[src/rtl/nnact_pkg.sv]
// ---------------------------------------------------------------------------
// nnact_pkg
// Shared types, constants and table-generation functions for the activation
// unit.
// ---------------------------------------------------------------------------
package nnact_pkg;

    localparam int SAMPLE_W          = 16;
    localparam int KIND_W            = 3;
    localparam int DEF_TABLE_ENTRIES = 256;
    localparam int DEF_FRACTION_BITS = 12;

    // Leaky slope is LEAK_NUM / 2^LEAK_SHIFT, independent of the fraction width.
    localparam int LEAK_NUM   = 41;
    localparam int LEAK_SHIFT = 12;

    localparam logic signed [SAMPLE_W-1:0] SAMPLE_MAX = 16'sh7FFF;
    localparam logic signed [SAMPLE_W-1:0] SAMPLE_MIN = 16'sh8000;

    localparam longint unsigned Q30_ONE = 64'd1 << 30;

    typedef enum logic [KIND_W-1:0] {
        ACT_IDENTITY = 3'd0,
        ACT_SIGMOID  = 3'd1,
        ACT_TANH     = 3'd2,
        ACT_RELU     = 3'd3,
        ACT_LEAKY    = 3'd4
    } act_kind_t;

    // Sigmoid of a nonnegative Q30 magnitude, in Q30. The exponential is a
    // fourth-order series at a/256, squared eight times.
    function automatic longint unsigned sig_q30_pos(input longint unsigned a);
        longint unsigned y;
        longint unsigned t2;
        longint unsigned t3;
        longint unsigned t4;
        longint unsigned e;
        longint unsigned den;
        longint unsigned rem;
        longint unsigned quo;
        int              i;
        y  = a >> 8;
        t2 = (y * y) >> 30;
        t3 = (t2 * y) >> 30;
        t4 = (t3 * y) >> 30;
        e  = Q30_ONE - y + t2 / 2 - t3 / 6 + t4 / 24;
        for (i = 0; i < 8; i++) begin
            e = (e * e) >> 30;
        end
        // 2^60 / (2^30 + e) by restoring long division; only the top bit of
        // the dividend is set.
        den = Q30_ONE + e;
        rem = 64'd0;
        quo = 64'd0;
        for (i = 60; i >= 0; i--) begin
            rem = (rem << 1) | ((i == 60) ? 64'd1 : 64'd0);
            quo = quo << 1;
            if (rem >= den) begin
                rem = rem - den;
                quo = quo | 64'd1;
            end
        end
        return quo;
    endfunction

    // Table point at Q30 position pos on [0, 16], centered at 8, rounded
    // half up to fb fraction bits.
    function automatic longint unsigned sig_point(input longint unsigned pos, input int fb);
        longint unsigned mid;
        longint unsigned s;
        mid = 64'd8 << 30;
        if (pos >= mid) begin
            s = sig_q30_pos(pos - mid);
        end else begin
            s = Q30_ONE - sig_q30_pos(mid - pos);
        end
        return ((s << fb) + (Q30_ONE >> 1)) >> 30;
    endfunction

endpackage

[src/rtl/nnact_sig_rom.sv]
// ---------------------------------------------------------------------------
// nnact_sig_rom
// Sigmoid table stage: looks up the segment base and slope for an index and
// registers them.
// ---------------------------------------------------------------------------
module nnact_sig_rom #(
    parameter int ENTRIES   = nnact_pkg::DEF_TABLE_ENTRIES,
    parameter int FRAC_BITS = nnact_pkg::DEF_FRACTION_BITS
) (
    input  logic                               aclk,
    input  logic                               en,
    input  logic [$clog2(ENTRIES)-1:0]         idx,
    output logic signed [FRAC_BITS+1:0]        base_reg,
    output logic signed [FRAC_BITS+1:0]        delta_reg
);
    import nnact_pkg::*;

    localparam int TW = FRAC_BITS + 2;

    logic signed [TW-1:0] base_tab  [ENTRIES];
    logic signed [TW-1:0] delta_tab [ENTRIES];

    // Each segment holds its left end point and the step to the right one.
    for (genvar k = 0; k < ENTRIES; k++) begin : g_tab
        localparam longint unsigned POS_LO = (longint'(k) * 16 << 30) / ENTRIES;
        localparam longint unsigned POS_HI = (longint'(k + 1) * 16 << 30) / ENTRIES;
        localparam longint unsigned V_LO   = sig_point(POS_LO, FRAC_BITS);
        localparam longint unsigned V_HI   = sig_point(POS_HI, FRAC_BITS);
        localparam longint          V_D    = longint'(V_HI) - longint'(V_LO);
        assign base_tab[k]  = TW'(V_LO);
        assign delta_tab[k] = TW'(V_D);
    end

    always_ff @(posedge aclk) begin
        if (en) begin
            base_reg  <= base_tab[idx];
            delta_reg <= delta_tab[idx];
        end
    end

endmodule

[src/rtl/nn_activation_unit_top.sv]
// ---------------------------------------------------------------------------
// nn_activation_unit_top
// Elementwise activation unit: identity, sigmoid, tanh, ReLU or leaky ReLU,
// or the derivative of the selected function, on signed fixed-point words.
// ---------------------------------------------------------------------------
// The unit takes one word per clock and returns one result word for each, in
// order. Each word passes through seven register stages: input capture,
// clamp and table index, table read, slope multiply, interpolate, derivative
// multiply, and select and saturate. Throughput is one word per cycle
// whenever m_tready is high; a stalled output lets the empty stages behind
// it keep filling. s_tuser carries the operation bit (0 function, 1
// derivative). The activation kind register is written through
// cfg_valid/cfg_data and should only change while no words are in flight.
module nn_activation_unit_top #(
    parameter int SIGMOID_TABLE_ENTRIES = nnact_pkg::DEF_TABLE_ENTRIES,
    parameter int FRACTION_BITS         = nnact_pkg::DEF_FRACTION_BITS
) (
    input  logic                              aclk,
    input  logic                              aresetn,
    // Configuration: activation kind.
    input  logic                              cfg_valid,
    output logic                              cfg_ready,
    input  logic [nnact_pkg::KIND_W-1:0]      cfg_data,
    // Input words.
    input  logic                              s_tvalid,
    output logic                              s_tready,
    input  logic [nnact_pkg::SAMPLE_W-1:0]    s_tdata,   // [15:0] sample
    input  logic                              s_tuser,   // [0] operation
    // Result words.
    output logic                              m_tvalid,
    input  logic                              m_tready,
    output logic [nnact_pkg::SAMPLE_W-1:0]    m_tdata    // [15:0] result
);
    import nnact_pkg::*;

    localparam int ENTRIES = SIGMOID_TABLE_ENTRIES;
    localparam int FB      = FRACTION_BITS;
    localparam int NST     = 7;
    localparam int NPASS   = 6;
    localparam int SW      = (FB + 6 > SAMPLE_W + 1) ? FB + 6 : SAMPLE_W + 1;
    localparam int UW      = FB + 5;
    localparam int EB      = $clog2(ENTRIES + 1);
    localparam int PW      = UW + EB;
    localparam int IW      = $clog2(ENTRIES);
    localparam int RMW     = FB + 4;
    localparam int TW      = FB + 2;
    localparam int QW      = TW + RMW + 1;
    localparam int VW      = TW + 1;
    localparam int MW      = 2 * VW;
    localparam int LW      = SAMPLE_W + 7;
    localparam int OW      = (FB + 4 > SAMPLE_W + 2) ? FB + 4 : SAMPLE_W + 2;

    localparam logic signed [SW-1:0] HALF_SPAN = SW'(longint'(8) << FB);
    localparam logic [EB:0]          ENT_CMP   = (EB + 1)'(ENTRIES);
    localparam logic signed [TW-1:0] TOP_VAL   = TW'(sig_point(64'd16 << 30, FB));
    localparam logic signed [VW-1:0] ONE_V     = VW'(longint'(1) << FB);
    localparam logic signed [OW-1:0] ONE_O     = OW'(longint'(1) << FB);
    localparam logic signed [OW-1:0] LEAK_DER  =
        OW'(((longint'(1) << FB) * LEAK_NUM + 2048) >> LEAK_SHIFT);
    localparam logic signed [OW-1:0] SAT_HI    = OW'(SAMPLE_MAX);
    localparam logic signed [OW-1:0] SAT_LO    = OW'(SAMPLE_MIN);

    // ---------------- control ----------------
    logic [KIND_W-1:0] act_kind_reg;
    logic [NST-1:0]    valid_reg;
    logic [NST:0]      en;

    assign cfg_ready = 1'b1;

    always_ff @(posedge aclk) begin
        if (!aresetn) begin
            act_kind_reg <= ACT_IDENTITY;
        end else if (cfg_valid) begin
            act_kind_reg <= cfg_data;
        end
    end

    // A stage may load when it is empty or when the stage after it moves.
    always_comb begin
        en[NST] = m_tready;
        for (int i = NST - 1; i >= 0; i--) begin
            en[i] = !valid_reg[i] || en[i+1];
        end
    end

    always_ff @(posedge aclk) begin
        if (!aresetn) begin
            valid_reg <= '0;
        end else begin
            if (en[0]) begin
                valid_reg[0] <= s_tvalid;
            end
            for (int i = 1; i < NST; i++) begin
                if (en[i]) begin
                    valid_reg[i] <= valid_reg[i-1];
                end
            end
        end
    end

    assign s_tready = en[0];
    assign m_tvalid = valid_reg[NST-1];

    // ---------------- side-band carried along the stages ----------------
    logic                        p_op_reg   [NPASS];
    logic [KIND_W-1:0]           p_kind_reg [NPASS];
    logic signed [SAMPLE_W-1:0]  p_x_reg    [NPASS];

    always_ff @(posedge aclk) begin
        if (en[0]) begin
            p_op_reg[0]   <= s_tuser;
            p_kind_reg[0] <= act_kind_reg;
            p_x_reg[0]    <= s_tdata;
        end
        for (int i = 1; i < NPASS; i++) begin
            if (en[i]) begin
                p_op_reg[i]   <= p_op_reg[i-1];
                p_kind_reg[i] <= p_kind_reg[i-1];
                p_x_reg[i]    <= p_x_reg[i-1];
            end
        end
    end

    // ---------------- stage 1: sigmoid argument and table index ----------------
    logic signed [SAMPLE_W:0]   x2;
    logic signed [SAMPLE_W-1:0] xs;
    logic signed [SW-1:0]       xe;
    logic signed [SW-1:0]       xc;
    logic signed [SW-1:0]       xu;
    logic [PW-1:0]              pos;
    logic                       b_top_next;
    logic [IW-1:0]              b_idx_next;
    logic [RMW-1:0]             b_rem_next;
    logic                       b_top_reg;
    logic [IW-1:0]              b_idx_reg;
    logic [RMW-1:0]             b_rem_reg;

    // Tanh evaluates the sigmoid at twice the sample, saturated to 16 bits.
    assign x2 = {p_x_reg[0], 1'b0};

    always_comb begin
        if (p_kind_reg[0] == ACT_TANH) begin
            if (x2[SAMPLE_W] != x2[SAMPLE_W-1]) begin
                xs = x2[SAMPLE_W] ? SAMPLE_MIN : SAMPLE_MAX;
            end else begin
                xs = x2[SAMPLE_W-1:0];
            end
        end else begin
            xs = p_x_reg[0];
        end
        xe = SW'(xs);
        if (xe < -HALF_SPAN) begin
            xc = -HALF_SPAN;
        end else if (xe > HALF_SPAN) begin
            xc = HALF_SPAN;
        end else begin
            xc = xe;
        end
        xu         = xc + HALF_SPAN;
        pos        = PW'(xu[UW-1:0]) * PW'(ENTRIES);
        b_top_next = pos[PW-1:RMW] >= ENT_CMP;
        b_idx_next = pos[RMW+IW-1:RMW];
        b_rem_next = pos[RMW-1:0];
    end

    always_ff @(posedge aclk) begin
        if (en[1]) begin
            b_top_reg <= b_top_next;
            b_idx_reg <= b_idx_next;
            b_rem_reg <= b_rem_next;
        end
    end

    // ---------------- stage 2: table read ----------------
    logic signed [TW-1:0] c_base_reg;
    logic signed [TW-1:0] c_delta_reg;
    logic                 c_top_reg;
    logic [RMW-1:0]       c_rem_reg;

    nnact_sig_rom #(
        .ENTRIES   (ENTRIES),
        .FRAC_BITS (FB)
    ) u_rom (
        .aclk      (aclk),
        .en        (en[2]),
        .idx       (b_idx_reg),
        .base_reg  (c_base_reg),
        .delta_reg (c_delta_reg)
    );

    always_ff @(posedge aclk) begin
        if (en[2]) begin
            c_top_reg <= b_top_reg;
            c_rem_reg <= b_rem_reg;
        end
    end

    // ---------------- stage 3: slope times remainder ----------------
    logic signed [QW-1:0] d_prod_next;
    logic signed [TW-1:0] d_base_next;
    logic signed [QW-1:0] d_prod_reg;
    logic signed [TW-1:0] d_base_reg;

    // The upper end point has no segment to its right and is returned as is.
    always_comb begin
        if (c_top_reg) begin
            d_base_next = TOP_VAL;
            d_prod_next = '0;
        end else begin
            d_base_next = c_base_reg;
            d_prod_next = c_delta_reg * $signed({1'b0, c_rem_reg});
        end
    end

    always_ff @(posedge aclk) begin
        if (en[3]) begin
            d_base_reg <= d_base_next;
            d_prod_reg <= d_prod_next;
        end
    end

    // ---------------- stage 4: interpolate, tanh rescale, leaky slope ----------------
    logic signed [QW-1:0]       d_shift;
    logic signed [VW-1:0]       s_val;
    logic signed [VW-1:0]       e_v_next;
    logic signed [LW-1:0]       leak_prod;
    logic signed [LW-1:0]       leak_shift;
    logic signed [VW-1:0]       e_v_reg;
    logic signed [SAMPLE_W-1:0] e_leak_reg;

    always_comb begin
        d_shift = d_prod_reg >>> RMW;
        s_val   = VW'(d_base_reg) + VW'(d_shift[TW-1:0]);
        if (p_kind_reg[3] == ACT_TANH) begin
            e_v_next = (s_val <<< 1) - ONE_V;
        end else begin
            e_v_next = s_val;
        end
        leak_prod  = LW'(p_x_reg[3]) * LW'(LEAK_NUM);
        leak_shift = leak_prod >>> LEAK_SHIFT;
    end

    always_ff @(posedge aclk) begin
        if (en[4]) begin
            e_v_reg    <= e_v_next;
            e_leak_reg <= leak_shift[SAMPLE_W-1:0];
        end
    end

    // ---------------- stage 5: derivative product ----------------
    logic signed [VW-1:0]       f_b;
    logic signed [MW-1:0]       f_prod_reg;
    logic signed [VW-1:0]       f_v_reg;
    logic signed [SAMPLE_W-1:0] f_leak_reg;

    // s*(1-s) for sigmoid, t*t for tanh.
    assign f_b = (p_kind_reg[4] == ACT_SIGMOID) ? ONE_V - e_v_reg : e_v_reg;

    always_ff @(posedge aclk) begin
        if (en[5]) begin
            f_prod_reg <= e_v_reg * f_b;
            f_v_reg    <= e_v_reg;
            f_leak_reg <= e_leak_reg;
        end
    end

    // ---------------- stage 6: select and saturate ----------------
    logic signed [MW-1:0]       f_q;
    logic signed [OW-1:0]       x_o;
    logic signed [OW-1:0]       y_sel;
    logic signed [SAMPLE_W-1:0] g_result_next;
    logic signed [SAMPLE_W-1:0] g_result_reg;
    logic                       neg;
    logic                       op;

    always_comb begin
        f_q = f_prod_reg >>> FB;
        x_o = OW'(p_x_reg[5]);
        neg = p_x_reg[5][SAMPLE_W-1];
        op  = p_op_reg[5];
        case (p_kind_reg[5])
            ACT_SIGMOID: y_sel = op ? OW'(f_q) : OW'(f_v_reg);
            ACT_TANH:    y_sel = op ? ONE_O - OW'(f_q) : OW'(f_v_reg);
            ACT_RELU: begin
                if (op) begin
                    y_sel = neg ? '0 : ONE_O;
                end else begin
                    y_sel = neg ? '0 : x_o;
                end
            end
            ACT_LEAKY: begin
                if (op) begin
                    y_sel = neg ? LEAK_DER : ONE_O;
                end else begin
                    y_sel = neg ? OW'(f_leak_reg) : x_o;
                end
            end
            default:     y_sel = op ? ONE_O : x_o;
        endcase
        if (y_sel > SAT_HI) begin
            g_result_next = SAMPLE_MAX;
        end else if (y_sel < SAT_LO) begin
            g_result_next = SAMPLE_MIN;
        end else begin
            g_result_next = y_sel[SAMPLE_W-1:0];
        end
    end

    always_ff @(posedge aclk) begin
        if (en[6]) begin
            g_result_reg <= g_result_next;
        end
    end

    assign m_tdata = g_result_reg;

endmodule

[config.mk]
export PLATFORM = sky130hd
export DESIGN_NAME = nn_activation_unit_top
export DESIGN_NICKNAME = d
export VERILOG_FILES = /design/src/rtl/nnact_pkg.sv /design/src/rtl/nnact_sig_rom.sv /design/src/rtl/nn_activation_unit_top.sv
export SDC_FILE = /design/constraint.sdc
export NUM_CORES = 1
export LEC_CHECK = 0
export BUFFER_PORTS_ARGS = -buffer_cell sky130_fd_sc_hd__buf_2
export CAP_MARGIN = 20
export CORE_UTILIZATION = 65
export DETAILED_ROUTE_END_ITERATION = 6
export PLACE_DENSITY = 0.82
export SLEW_MARGIN = 20
export SYNTH_ARGS = -nofsm -noshare
export SYNTH_HDL_FRONTEND = slang
export SYNTH_SLANG_ARGS = --single-unit
[constraint.sdc]
create_clock -name aclk -period 9.7 [get_ports aclk]
set_input_delay 1.94 -clock aclk [delete_from_list [all_inputs] [get_ports aclk]]
set_output_delay 1.94 -clock aclk [all_outputs]
set_load 0.02 [all_outputs]
==> reports/metrics.cfg, run 1 <==
[place]
dp_hpwl_um = 47700
portBuffers = 42
place_congestion = 0.943
place_area_um2 = 26300
pre_cts_slack_ns = 1.65

[grt]
grt_antenna_before_repair = 0
use_met1_pct = 42.9
overflow = 0
grt_max_degree = 92
grt_usage_pct = 33.2
use_met2_pct = 56.6
top_usage_layer = met2
grtUsageMet3_pct = 5.11
grt_pass1_wl_um = 105000
first_global_vias = 19900

[routing]
drt_wl_total_um = 65800
num_vias = 19200
postRouteAntennaNets = 0
drc_errors = 0
avgRoutedWirePerCell_um = 21.4
drt_iter0_drc = 1993
vias_per_cell = 6.25
drtPass1Iterations = 6

[logic_synthesis]
synth-edff-count = 270
synth-seq-cells = 280
avgSynthCellArea_um2 = 10.0
synthFlopType = edfxtp_1
synth_largest_area_cell = edfxtp_1
yosys_warnings = 0
postSynthCellCount = 2568
netlist.area_leader.share_pct = 31.5
synth_area_leaders = edfxtp_1 32%, fa_1 21%, ha_1 9.6%
syn_nets = 3058
syn_area_um2 = 25700
synth.distinct_cells = 84
synthArstFlopShare_pct = 0
yosysSeqAreaShare_pct = 32.3

[clock_tree]
cts_max_level = 1
clkTransAtPathRegs_ns = 0.07
cts_buffers = 26
post_cts_buffers = 0
cts-root-buf = clkbuf_16
cts_hold_buf = 0
cts_sinks = 280
cts_tree = built
insertion_delay_ns = 0.55
cts_resized = 0
max-clock-path-buffers = 3

[layout]
fill_cells = 2820
final_nets = 3030
largest_register_ffs = 96
layout_commonest_cell = inv_1
fin_area_um2 = 27100
seq_area_um2 = 8310
diodes = 0
layout-drive-gt1-share_pct = 6.72
multi_input_area_um2 = 15400
final_core_util_pct = 69.9
final_cell_mix = 391 x inv_1, 275 x nand2_1, 270 x edfxtp_1
syn2layout_area_growth_pct = 5.56

[floorplan]
num_io_pins = 44
core-area_um2 = 38800
initial_utilization_pct = 66.2
fp.dieW_um = 201
num_rows = 72
dieArea_um2 = 40300
die_h_um = 201

[critical_path]
startpoint_type = flop
startpoint = e_v_reg[4]$_DFFE_PP_
r2r_setup_slack_ns = 1.51
critPathTopFamily = adder cells
crit_required_ns = 9.99
critical_path.max_stage_delay_ns = 0.73
worstPathArrival_ns = 8.48
path_buf_inv = 2
crit_fanout = 19
rr_startpoint = e_v_reg[4]$_DFFE_PP_
cp.depth = 25
crit_end = f_prod_reg[28]$_DFFE_PP_
cp-end-kind = flop
reg2regPathDepth = 25
regToRegEndpoint = f_prod_reg[28]$_DFFE_PP_
path_class = flop to flop
cp_slowest_cell = edfxtp_1
crit_path_frequent_cell = fa_1

[run]
cap_viol_max_count = 0

[worst_hold_path]
min_path_type = flop to flop
holdCritStartpoint = e_leak_reg[0]$_DFFE_PP_

[sta]
fmaxAchievable_ghz = 0.122
min_period_over_period_pct = 84.4
setup_slack_ns = 1.51
setup_viol = 0
drv_slew = 0
final_period_minus_worst_setup_slack_ns = 8.19
finalHoldViolCount = 0
slew_headroom_pct = 24.5
rsz0062_at_grt = false
setup_tns_ns = 0
skew_ns = 0.0173
tightest_slew_ns = 1.13

[run_status]
status = complete, no violations

==> cells in the mapped netlist, types with 8 or more instances <==
| master | count |
|---|---|
| nand3_1 | 36 |
| nor2_1 | 139 |
| o211ai_1 | 18 |
| and2_1 | 92 |
| edfxtp_1 | 270 |
| o21a_1 | 9 |
| xor2_1 | 26 |
| dfxtp_1 | 10 |
| a31oi_1 | 26 |
| a21o_1 | 14 |
| mux2i_1 | 18 |
| a21oi_1 | 110 |
| and3_1 | 8 |
| buf_2 | 16 |
| nor2b_1 | 51 |
| nor3_1 | 36 |
| nand2b_1 | 27 |
| a2111oi_0 | 9 |
| o21ai_2 | 11 |
| clkbuf_1 | 100 |
| o31ai_1 | 26 |
| or2_2 | 9 |
| o21ai_0 | 119 |
| buf_1 | 11 |
| or3_1 | 10 |
| nand2_1 | 277 |
| a221oi_1 | 15 |
| xnor2_1 | 45 |
| inv_1 | 392 |
| fa_1 | 267 |
| a311oi_1 | 12 |
| a211oi_1 | 23 |
| mux2_2 | 8 |
| o22ai_1 | 12 |
| ha_1 | 198 |
==> per-stage QoR <==
step	std cells	hold slack, ns
2_1_floorplan	2568	0.400
3_3_place_gp	3030	0.400
3_5_place_dp	3030	0.405
4_1_cts	3077	0.416
5_1_grt	3077	0.420
6_report	3077	0.417
==> area by class of cell <==
type	count	share of cell area [%]
clock inverters	17	0.673
inverters	393	5.44
flip-flops and latches	280	30.6
clock buffers	30	2.45
repair buffers	74	1.66
multi-input cells	1765	56.8
well taps	518	2.39
==> worst min-delay path by stage <==
stage	to	cells after the start
after floorplan	c_rem_reg[10]$_DFFE_PP_	0
after global placement	p_x_reg[5][15]$_DFFE_PP_	0
after detailed placement	p_kind_reg[2][0]$_DFFE_PP_	0
after CTS	p_x_reg[3][10]$_DFFE_PP_	0
after global routing	p_x_reg[5][13]$_DFFE_PP_	0
final	f_leak_reg[0]$_DFFE_PP_	0
==> cells by family (layout without fill, tap and decap cells) <==
group                      count (synthesis)  in the layout  share of synthesized area, %
and+or+nand+nor                          727            727                          13.6
buffers and inverters                    523            514                          7.79
DFF                                      280            280                          32.3
AOI/OAI and AO/OA                        472            472                          12.1
xor gates and xnor gates                  71             71                          2.42
adders and majority gates                465            465                          30.4
other                                      1              1                        0.0146
muxes                                     29             29                          1.31
==> metal layers <==
metal | part of all wire (%) | vias up
met1 | 38 | 9421
li1 | - | 8578
met5 | 0 | -
met4 | 4.4 | 0
met2 | 49 | 1006
met3 | 8.2 | 227
Power of run 1 is left out: the tool's default activity adds up to more than one toggle a clock period on the data nets, which glitch-free logic cannot reach.
==> inputs of run 2 (changes only) <==
--- a/config.mk
+++ b/config.mk
@@ -7,9 +7,9 @@
 export LEC_CHECK = 0
 export BUFFER_PORTS_ARGS = -buffer_cell sky130_fd_sc_hd__buf_2
 export CAP_MARGIN = 20
-export CORE_UTILIZATION = 65
+export CORE_UTILIZATION = 59
 export DETAILED_ROUTE_END_ITERATION = 6
-export PLACE_DENSITY = 0.82
+export PLACE_DENSITY = 0.78
 export SLEW_MARGIN = 20
 export SYNTH_ARGS = -nofsm -noshare
 export SYNTH_HDL_FRONTEND = slang
==> constraint.sdc (replaced) <==
create_clock -name aclk -period 7.1 [get_ports aclk]
set_input_delay 1.42 -clock aclk [delete_from_list [all_inputs] [get_ports aclk]]
set_output_delay 1.42 -clock aclk [all_outputs]
set_load 0.02 [all_outputs]
==> reports/metrics.cfg, run 2 (same netlist as run 1, synthesis figures left out) <==
[routing]
num_vias = 19500
postRouteAntennaNets = 0
avgRoutedWirePerCell_um = 20.4
wl_met1_um = 26500
drt_wl_total_um = 66100
drtPass1Iterations = 6
route.met2.wl_um = 31600
vias_per_cell = 6.00
routed.top_layer = met4
drc_errors = 0
dr_wl_met3_um = 4550
drt_iter0_drc = 1614

[clock_tree]
cts_max_level = 1
cts_tree = built
cts-root-buf = clkbuf_16
insertion_delay_ns = 0.53
cts_buffers = 24
max-clock-path-buffers = 3
clkTransAtPathRegs_ns = 0.07
cts_sinks = 280

[critical_path]
worstPathArrival_ns = 7.48
path_buf_inv = 7
critPathTopFamily = adder cells
crit_fanout = 18
path_class = flop to flop
startpoint_type = flop
regToRegEndpoint = f_prod_reg[29]$_DFFE_PP_
crit_path_frequent_cell = buf_4
rr_startpoint = e_v_reg[4]$_DFFE_PP_
cp-end-kind = flop
critical_path.max_stage_delay_ns = 0.64
crit_required_ns = 7.35
reg2regPathDepth = 25
cp_slowest_cell = fa_1
r2r_setup_slack_ns = -0.13

[layout]
largest_register_ffs = 96
syn2layout_area_growth_pct = 10.3
final_cell_count_no_fill = 3245
final_cell_mix = 385 x inv_1, 271 x nand2_1, 270 x edfxtp_1
layout-drive-gt1-share_pct = 12.8
diodes = 0
final_nets = 3134
layout_commonest_cell = inv_1

[sta]
rsz0062_at_grt = true
final_period_minus_worst_setup_slack_ns = 7.23
slew_headroom_pct = 28.5
setup_viol = 3
skew_ns = 0.0171
fmaxAchievable_ghz = 0.138
drv_slew = 0
finalHoldViolCount = 0
setup_slack_ns = -0.129
min_period_over_period_pct = 102
tightest_slew_ns = 1.07

[run]
cap_viol_max_count = 0

[floorplan]
num_rows = 76
num_io_pins = 44
fp.dieW_um = 211
die_h_um = 211
dieArea_um2 = 44400
initial_utilization_pct = 59.8
core-area_um2 = 43000

[run_status]
violations = negative setup slack
status = complete, but fails checks

[grt]
first_global_vias = 19900
grt_antenna_before_repair = 0
grt_usage_pct = 30.2
grt_max_degree = 90
overflow = 0
grt_pass1_wl_um = 105000

[worst_hold_path]
holdCritStartpoint = p_x_reg[4][6]$_DFFE_PP_
worst_hold_path.num_cells = 0
hold_path_end = p_x_reg[5][6]$_DFFE_PP_
min_path_type = flop to flop

[place]
portBuffers = 42
dp_hpwl_um = 49100
place_congestion = 0.968
dp_cells = 3173

==> run 2: how the worst max path moves through the flow <==
stage | start | end | cells after the start
floorplan | p_kind_reg[4][1]$_DFFE_PP_ | f_prod_reg[28]$_DFFE_PP_ | 21
global placement | e_v_reg[4]$_DFFE_PP_ | f_prod_reg[28]$_DFFE_PP_ | 25
detailed placement | e_v_reg[4]$_DFFE_PP_ | f_prod_reg[28]$_DFFE_PP_ | 25
CTS | e_v_reg[3]$_DFFE_PP_ | f_prod_reg[29]$_DFFE_PP_ | 25
global route | e_v_reg[4]$_DFFE_PP_ | f_prod_reg[29]$_DFFE_PP_ | 25
finish | e_v_reg[4]$_DFFE_PP_ | f_prod_reg[29]$_DFFE_PP_ | 25
==> run 2: routing by layer <==
layer / track usage (%) / vias up
li1: - / 8815
met1: 39.9 / 9581
met2: 49.2 / 870
met3: 3.69 / 213
met4: 15.7 / 0
met5: 0 / -
==> run 2: through the flow <==
step	util (%)	hold slack [ns]	TNS, ns	worst slack (ns)	instance area, um^2
after global placement	62.7	0.401	-0.108	-0.0684	27000
after detailed placement	62.7	0.405	-1.22	-0.207	27000
after floorplan	-	0.400	0	0.0113	25700
after CTS	65.1	0.415	-0.00772	-0.00394	28000
final	66.0	0.411	-0.219	-0.129	28300
after global routing	66.0	0.423	-1.73	-0.302	28300
==> run 2: worst reg2reg max path: stages, from the launching register on <==
cell      delay [ns]
edfxtp_1        0.44
buf_4           0.16
buf_4           0.21
nor3_1          0.26
a21oi_1         0.11
buf_4           0.16
xor2_1          0.13
buf_4           0.16
buf_4           0.14
and2_1          0.16
fa_1            0.64
fa_2            0.48
fa_2            0.62
fa_1            0.44
fa_1            0.54
inv_1           0.05
fa_1            0.53
inv_1           0.04
ha_1            0.32
and3_4          0.20
a221o_1         0.37
a31oi_4         0.17
o22a_1          0.18
o31a_1          0.17
a311oi_2        0.12
xnor2_1         0.18
==> run 2: final cells by class <==
type                    count  area [um^2]
repair buffers            180         1290
well taps                 585          732
clock buffers              33          666
multi-input cells        1765        15800
fillers                  3289        14600
flip-flops and latches    280         8310
clock inverters             9         72.6
inverters                 393         1480
==> run 2: what timing repair did <==
item	CTS	global route
hold endpoints to repair	0	0
setup buffers	12	18
gates resized for setup	38	56
endpoints found under the setup margin	10	13
pin swaps	36	28
hold buffers	0	0
Power of run 2 is left out for the same reason.
==> inputs of run 3 (changes only) <==
--- a/config.mk
+++ b/config.mk
@@ -10,6 +10,7 @@
 export CORE_UTILIZATION = 59
 export DETAILED_ROUTE_END_ITERATION = 6
 export PLACE_DENSITY = 0.78
+export RECOVER_POWER = 100
 export SLEW_MARGIN = 20
 export SYNTH_ARGS = -nofsm -noshare
 export SYNTH_HDL_FRONTEND = slang
==> reports/metrics.cfg, run 3 (same netlist as run 1, synthesis figures left out) <==
[grt]
overflow = 0
grt_usage_pct = 30.2
grt_max_degree = 90
first_global_vias = 19900
grt_antenna_before_repair = 0
grt_pass1_wl_um = 105000

[floorplan]
dieArea_um2 = 44400
initial_utilization_pct = 59.8
num_rows = 76
core-area_um2 = 43000
die_h_um = 211
num_io_pins = 44
fp.dieW_um = 211

[routing]
postRouteAntennaNets = 0
num_vias = 19500
vias_per_cell = 6.01
drt_wl_total_um = 66200
drc_errors = 0
drtPass1Iterations = 6
drt_iter0_drc = 1578
avgRoutedWirePerCell_um = 20.4

[sta]
finalHoldViolCount = 0
skew_ns = 0.0186
setup_slack_ns = -0.161
setup_viol = 3
rsz0062_at_grt = true
slew_headroom_pct = -26.6
final_period_minus_worst_setup_slack_ns = 7.26
min_period_over_period_pct = 102
fmaxAchievable_ghz = 0.138
tightest_slew_ns = 1.90
drv_slew = 35

[layout]
fill_cells = 3294
diodes = 0
largest_register_ffs = 96
layout_commonest_cell = inv_1
final_nets = 3134
final_cell_count_no_fill = 3245
multi_input_area_um2 = 15800
syn2layout_area_growth_pct = 10.2
seq_area_um2 = 8310
layout-drive-gt1-share_pct = 12.6
final_cell_mix = 385 x inv_1, 271 x nand2_1, 270 x edfxtp_1

[critical_path]
r2r_setup_slack_ns = -0.16
startpoint = e_v_reg[4]$_DFFE_PP_
startpoint_type = flop
crit_end = f_prod_reg[29]$_DFFE_PP_
path_class = flop to flop
regToRegEndpoint = f_prod_reg[29]$_DFFE_PP_
crit_required_ns = 7.35
cp-end-kind = flop
crit_fanout = 18
worstPathArrival_ns = 7.51
rr_startpoint = e_v_reg[4]$_DFFE_PP_
reg2regPathDepth = 25

[clock_tree]
cts_sinks = 280
cts-root-buf = clkbuf_16
clkTransAtPathRegs_ns = 0.07
insertion_delay_ns = 0.53
cts_buffers = 24
cts_tree = built
cts_max_level = 1
max-clock-path-buffers = 3

[place]
pre_cts_slack_ns = -0.207
dp_hpwl_um = 49100
dp_cells = 3173
portBuffers = 42
place_congestion = 0.968

[run_status]
violations = max-capacitance violations, max-slew violations, negative setup slack
status = complete, but fails checks

[run]
cap_viol_max_count = 1

[worst_hold_path]
min_path_type = flop to flop

## run 3: worst min-delay path by stage
stage                         endpoint  slack (ns)  depth (start not counted)                     from
5_1_grt        f_leak_reg[5]$_DFFE_PP_        0.42                          0  e_leak_reg[5]$_DFFE_PP_
6_report       p_x_reg[5][6]$_DFFE_PP_        0.41                          0  p_x_reg[4][6]$_DFFE_PP_
3_5_place_dp   f_leak_reg[3]$_DFFE_PP_        0.40                          0  e_leak_reg[3]$_DFFE_PP_
2_1_floorplan  c_rem_reg[10]$_DFFE_PP_        0.40                          0  b_rem_reg[10]$_DFFE_PP_
3_3_place_gp   f_leak_reg[8]$_DFFE_PP_        0.40                          0  e_leak_reg[8]$_DFFE_PP_
4_1_cts        p_x_reg[5][6]$_DFFE_PP_        0.42                          0  p_x_reg[4][6]$_DFFE_PP_
## run 3: repair_timing
| item | CTS | global route |
|---|---|---|
| hold buffers | 0 | 0 |
| endpoints found under the hold margin | 0 | 0 |
| endpoints found under the setup margin | 10 | 13 |
| pin swaps | 36 | 28 |
| resized for setup | 38 | 56 |
| setup buffers | 12 | 18 |
## run 3: routing by layer
metal  part of all wire, %  track usage [%]  vias up
li1                      -                -     8806
met1                    40             39.9     9537
met2                    47             49.2      927
met3                   6.9             3.69      218
met4                   5.5             15.7        0
met5                     0                0        -
## run 3: cell type report
class	instances	share of cell area, %
multi-input cells	1765	55.8
flip-flops and latches	280	29.3
inverters	393	5.21
repair buffers	180	4.47
well taps	585	2.58
clock buffers	33	2.35
clock inverters	9	0.256
## run 3: critical path, stage by stage, from the launching register on
cell and delay (ns):
edfxtp_1 0.44, buf_4 0.16, buf_4 0.22, nor3_1 0.24
a21oi_1 0.11, buf_4 0.16, xor2_1 0.13, buf_4 0.19
buf_4 0.14, and2_1 0.16, fa_1 0.64, fa_2 0.48
fa_2 0.62, fa_1 0.44, fa_1 0.54, inv_1 0.05
fa_1 0.53, inv_1 0.04, ha_1 0.31, and3_4 0.20
a221o_1 0.37, a31oi_4 0.17, o22a_1 0.18, o31a_1 0.17
a311oi_2 0.12, xnor2_1 0.18
## run 3: through the flow
| stage | hold WS (ns) | util, % | instance area [um^2] | setup TNS [ns] |
|---|---|---|---|---|
| after floorplan | 0.400 | - | 25700 | 0 |
| after global placement | 0.401 | 62.7 | 27000 | -0.108 |
| after detailed placement | 0.405 | 62.7 | 27000 | -1.22 |
| after CTS | 0.415 | 65.1 | 28000 | -0.00772 |
| after global routing | 0.423 | 65.9 | 28300 | -1.91 |
| final | 0.410 | 65.9 | 28300 | -0.308 |
Power of run 3 is left out for the same reason.
